**src/ttdh_pkg.sv**
```systemverilog
package ttdh_pkg;

  localparam int unsigned TrigWidth  = 32;
  localparam int unsigned TimeWidth  = 64;
  localparam int unsigned IdxWidth   = 14;
  localparam int unsigned OutCntWidth = 32;

  localparam logic FUNC_EVENT = 1'b0;
  localparam logic FUNC_READ  = 1'b1;

  typedef enum logic [2:0] {
    ST_CLEAR,
    ST_IDLE,
    ST_EVAL,
    ST_LOOKUP,
    ST_COMMIT
  } ctrl_state_e;

  typedef struct packed {
    logic capture;
    logic evaluate;
    logic lookup;
    logic commit;
    logic clear_wr;
  } ctrl_cmd_t;

  typedef struct packed {
    logic clear_last;
    logic out_free;
  } dp_status_t;

endpackage

```
**src/ttdh_ctrl.sv**
```systemverilog
module ttdh_ctrl import ttdh_pkg::*; (
  input  logic       clk_i,
  input  logic       rst_ni,
  input  logic       in_valid_i,
  output logic       in_stall_o,
  input  dp_status_t status_i,
  output ctrl_cmd_t  cmd_o
);

  ctrl_state_e state_q, state_d;

  always_ff @(posedge clk_i or negedge rst_ni) begin
    if (!rst_ni) begin
      state_q <= ST_CLEAR;
    end else begin
      state_q <= state_d;
    end
  end

  always_comb begin
    state_d    = state_q;
    cmd_o      = '0;
    in_stall_o = 1'b1;
    unique case (state_q)
      ST_CLEAR: begin
        cmd_o.clear_wr = 1'b1;
        if (status_i.clear_last) begin
          state_d = ST_IDLE;
        end
      end
      ST_IDLE: begin
        in_stall_o    = 1'b0;
        cmd_o.capture = in_valid_i;
        if (in_valid_i) begin
          state_d = ST_EVAL;
        end
      end
      ST_EVAL: begin
        cmd_o.evaluate = 1'b1;
        state_d        = ST_LOOKUP;
      end
      ST_LOOKUP: begin
        cmd_o.lookup = 1'b1;
        state_d      = ST_COMMIT;
      end
      ST_COMMIT: begin
        if (status_i.out_free) begin
          cmd_o.commit = 1'b1;
          state_d      = ST_IDLE;
        end
      end
      default: begin
        state_d = ST_CLEAR;
      end
    endcase
  end

endmodule

```
**config.mk**
```make
export PLATFORM = sky130hd
export DESIGN_NAME = ttdh_ctrl
export DESIGN_NICKNAME = d
export VERILOG_FILES = /design/src/ttdh_pkg.sv /design/src/ttdh_ctrl.sv
export SDC_FILE = /design/constraint.sdc
export NUM_CORES = 1
export LEC_CHECK = 0
export BUFFER_PORTS_ARGS = -buffer_cell sky130_fd_sc_hd__buf_2
export CAP_MARGIN = 20
export CORE_AREA = 2 2 39 41
export CTS_BUF_LIST = sky130_fd_sc_hd__clkbuf_2
export CTS_CLUSTER_DIAMETER = 150
export DETAILED_ROUTE_END_ITERATION = 8
export DIE_AREA = 0 0 41 43
export GPL_TIMING_DRIVEN = 0
export SLEW_MARGIN = 0
export SYNTH_ARGS = -nofsm -noshare
export SYNTH_HDL_FRONTEND = slang
export SYNTH_SLANG_ARGS = --single-unit
```
**constraint.sdc**
```tcl
create_clock -name clk_i -period 2.2 [get_ports clk_i]
set_clock_uncertainty 0.2 [all_clocks]
set_input_delay 0.44 -clock clk_i [delete_from_list [all_inputs] [get_ports clk_i]]
set_output_delay 0.44 -clock clk_i [all_outputs]
set_load 0.01 [all_outputs]
```
# Word-level counts from Yosys, hierarchy flattened
# Cells that the tools add are included.
dict set report word_totals {
  reg_bits 3
  word_cells 21
  inputBits 5
  output_inout_bits 6
}
dict set report classes {
  n_reduce_logical 2
  n_eq_ne 7
  n_mux 11
}
# cell n
set ops {}
lappend ops {{3-bit case mux with 5 select lines} 1}
lappend ops {{3-bit two-way mux} 3}
lappend ops {{1-bit two-way mux} 7}
lappend ops {{3-bit by 2-bit == test with 1-bit output (second input constant)} 2}
lappend ops {{2-bit != test (second input constant)} 3}
lappend ops {{3-bit by 1-bit == test with 1-bit output (second input constant)} 1}
lappend ops {{3-bit == test (second input constant)} 1}
lappend ops {{3-bit logical NOT} 1}
lappend ops {{3-bit AND reduction} 1}

# Depth between registers and ports, before layout
dict set report logic_depth {
  depth_word 3
  ltp_mapped 4
  mapped_depth_nobuf 3
}

# Worst setup path before layout
# OpenSTA, ideal clock, no wires.
dict set report synth_path {
  path_kind {reg-to-output}
  from {reg state_q[2]}
  to {out cmd_o[4] in the netlist's numbering}
  t_arrival_ps 860
  path_stages_with_launch 4
  slack_ps 700
  path_cell_list {dfrtp_1 > nor2_1 > nand2_1 > nor2_1}
}
# element line
set synth_lines {}
lappend synth_lines {{from (decl)} ttdh_ctrl.sv:10} ;# ctrl_state_e state_q, state_d;
lappend synth_lines {{from (signal assigned)} ttdh_ctrl.sv:16} ;# state_q <= state_d;
lappend synth_lines {{to (decl)} ttdh_ctrl.sv:7} ;# output ctrl_cmd_t cmd_o

==> flow_metrics.tcl <==
set metrics [dict create \
    fin_crit_sh 0.806 \
    hold_viol 0 \
    gp_congestion 0.653 \
    crit_path_cell_trace "buf_2, nor2_2, and3_4, buf_2" \
    drt_iter0_drc 2 \
    antenna_found_initial 0 \
    setup_viol 0 \
    synth_fp_nets 26 \
    clock_sinks 3 \
    layout.nets 42 \
    top_register "state_q" \
    tightest_slew_ns 0.235 \
    rsz0062_at_grt "false" \
    syn_avg_cell_area_sq_um 8.76 \
    status "complete, no violations" \
    wl_microns 449 \
    firstDrtPassIters 3 \
    die-area_sq_um 1760 \
    synth_seq_cells 3 \
    path_delay_family "flip-flops" \
    fin_crit_ns 1.77 \
    die_h_microns 43 \
    clock-root-buffer "clkbuf_2" \
    ys.warnings.count 0 \
    grt_pass1_vias 181 \
    cts_tree "yes" \
    crit_top_cell "buf_2" \
    ctsHtreeMaxLevel 1 \
    overflow 0 \
    n_antenna_cell 0 \
    final_layout_size_suffix_gt1_frac 0.528 \
    antenna_left 0 \
    cp_max_fo 9 \
    r2r_setup_slack_ns 0.84 \
    area_growth_pct 54.4 \
    setup-tns-final_ns 0 \
    power_density_nw_per_um2 1370 \
    synthDistinctLibCells 13 \
    multi_input_comb_area_sq_um 100 \
    grt.total_usage 0.0724 \
    cap_violations 0 \
    crit_arrival_ns 1.13 \
    irDropWorstVdd_mv 0.429 \
    io_buffers 10 \
    ios 11 \
    cts_resized 0 \
    grt_pass1_wl_microns 731 \
    cts_buffers 3 \
    n_fill_cell 166 \
    die_w_microns 41 \
    crit_slowest_cell "dfrtp_1" \
    std_cell_rows 14 \
    power_leakage_uw 0.000151 \
    crit_buf_inv 2 \
    finalMaxSlewViolations 0 \
    syn_area_sq_um 184 \
    synth_cells 21 \
    drt-vias-per-instance 3.69 \
    max_slew_margin 0.843 \
    critical_path.max_stage_delay_ns 0.34 \
    grt_max_degree 10 \
    insertion_delay_ns 0.21 \
    final_core_util 0.205 \
    cts_buffer_depth 2 \
    cp.required_ns 1.56 \
    core_area_sq_um 1380 \
    ys_seq_area_frac 0.408 \
    wl_per_cell_microns 8.63 \
    cp-start-kind "register" \
    largest_reg_flops 3 \
    reg_top3 "state_q (3)" \
    fmax_mhz 564 \
    num_vias 192 \
    critical_path_class "register to output port" \
    whs_ns 0.224 \
    clkTransAtPathRegs_ns 0.04 \
    route.detailed.drc 0 \
    hp-class "input port to register" \
    dp_hpwl_microns 330 \
    cp-end-kind "output port" \
    ff_latch_area_sq_um 75.1 \
    start_util 0.133 \
]
[metal layers]
layer | track usage | wire, microns
met1 | 0.0809 | 214
met5 | 0 | 0
met2 | 0.0719 | 163
met4 | 0.100 | 19
met3 | 0.0471 | 52
[power breakdown]
part	leakage, uW	switching, uW	total [uW]	internal (uW)
clock network	0.0000166	30.5	78.4	47.9
registers	0.0000383	31.6	112	80.5
logic	0.0000957	102	199	97.2
[final cells by class]
class,instances,area share
flip-flops and latches,3,0.264
clock buffers,4,0.0705
plain buffers,1,0.0176
inverters,1,0.0132
well taps,16,0.0705
multi-input cells,16,0.352
repair buffers,11,0.211
[path summary, 6_finish.rpt]
check                      cells past startpoint                   start                     end
setup / recovery                               4  state_q[0]$_DFFE_PN0P_                cmd_o[1]
hold / removal                                 2             status_i[0]  state_q[2]$_DFFE_PN0P_
setup reg to reg                               4  state_q[0]$_DFFE_PN0P_  state_q[0]$_DFFE_PN0P_
hold reg to reg                                1  state_q[2]$_DFFE_PN0P_  state_q[1]$_DFFE_PN0P_
max in group asynchronous                      2                  rst_ni  state_q[1]$_DFFE_PN0P_
min in group asynchronous                      2                  rst_ni  state_q[2]$_DFFE_PN0P_
[cell usage after synthesis]
| master | count | area [sq um] |
|---|---|---|
| inv_1 | 1 | 3.75 |
| nor2_2 | 1 | 6.26 |
| and3_4 | 1 | 11.3 |
| nor3b_1 | 1 | 7.51 |
| nor2_1 | 4 | 15.0 |
| nor3_1 | 2 | 10.0 |
| nand2_1 | 3 | 11.3 |
| a311o_1 | 1 | 10.0 |
| buf_2 | 1 | 5.00 |
| and3b_2 | 1 | 10.0 |
| o21bai_1 | 1 | 7.51 |
| mux2_2 | 1 | 11.3 |
| dfrtp_1 | 3 | 75.1 |
[cells by family (layout without fill, tap and decap cells)]
family                 Yosys count  after routing  synth area share
multiplexers                     1              1            0.0612
flip-flops                       3              3             0.408
AO/OA/AOI/OAI                    2              2            0.0953
AND/OR/NAND/NOR                 13             13             0.388
buffers and inverters            2             17            0.0476
[per-stage QoR]
stage,power (uW),std cells,cell area [sq um],setup slack [ns]
after floorplan,245,21,184,0.700
after global placement,311,47,254,0.650
after detailed placement,313,47,254,0.645
after CTS,398,52,284,0.410
after global routing,434,52,284,0.274
final,390,52,284,0.427
[placed cells by master, fill, tap and decap left out]
| master | instances |
|---|---|
| a311o_1 | 1 |
| and3_4 | 1 |
| and3b_2 | 1 |
| buf_2 | 11 |
| clkbuf_2 | 4 |
| dfrtp_1 | 3 |
| dlygate4sd3_1 | 1 |
| inv_1 | 1 |
| mux2_2 | 1 |
| nand2_1 | 3 |
| nor2_1 | 4 |
| nor2_2 | 1 |
| nor3_1 | 2 |
| nor3b_1 | 1 |
| o21bai_1 | 1 |
[repair_timing]
item,in CTS,in global routing
setup buffers,0,0
hold buffers,1,0
hold endpoints to repair,3,0
No activity file was read; power rests on OpenSTA's default activity.
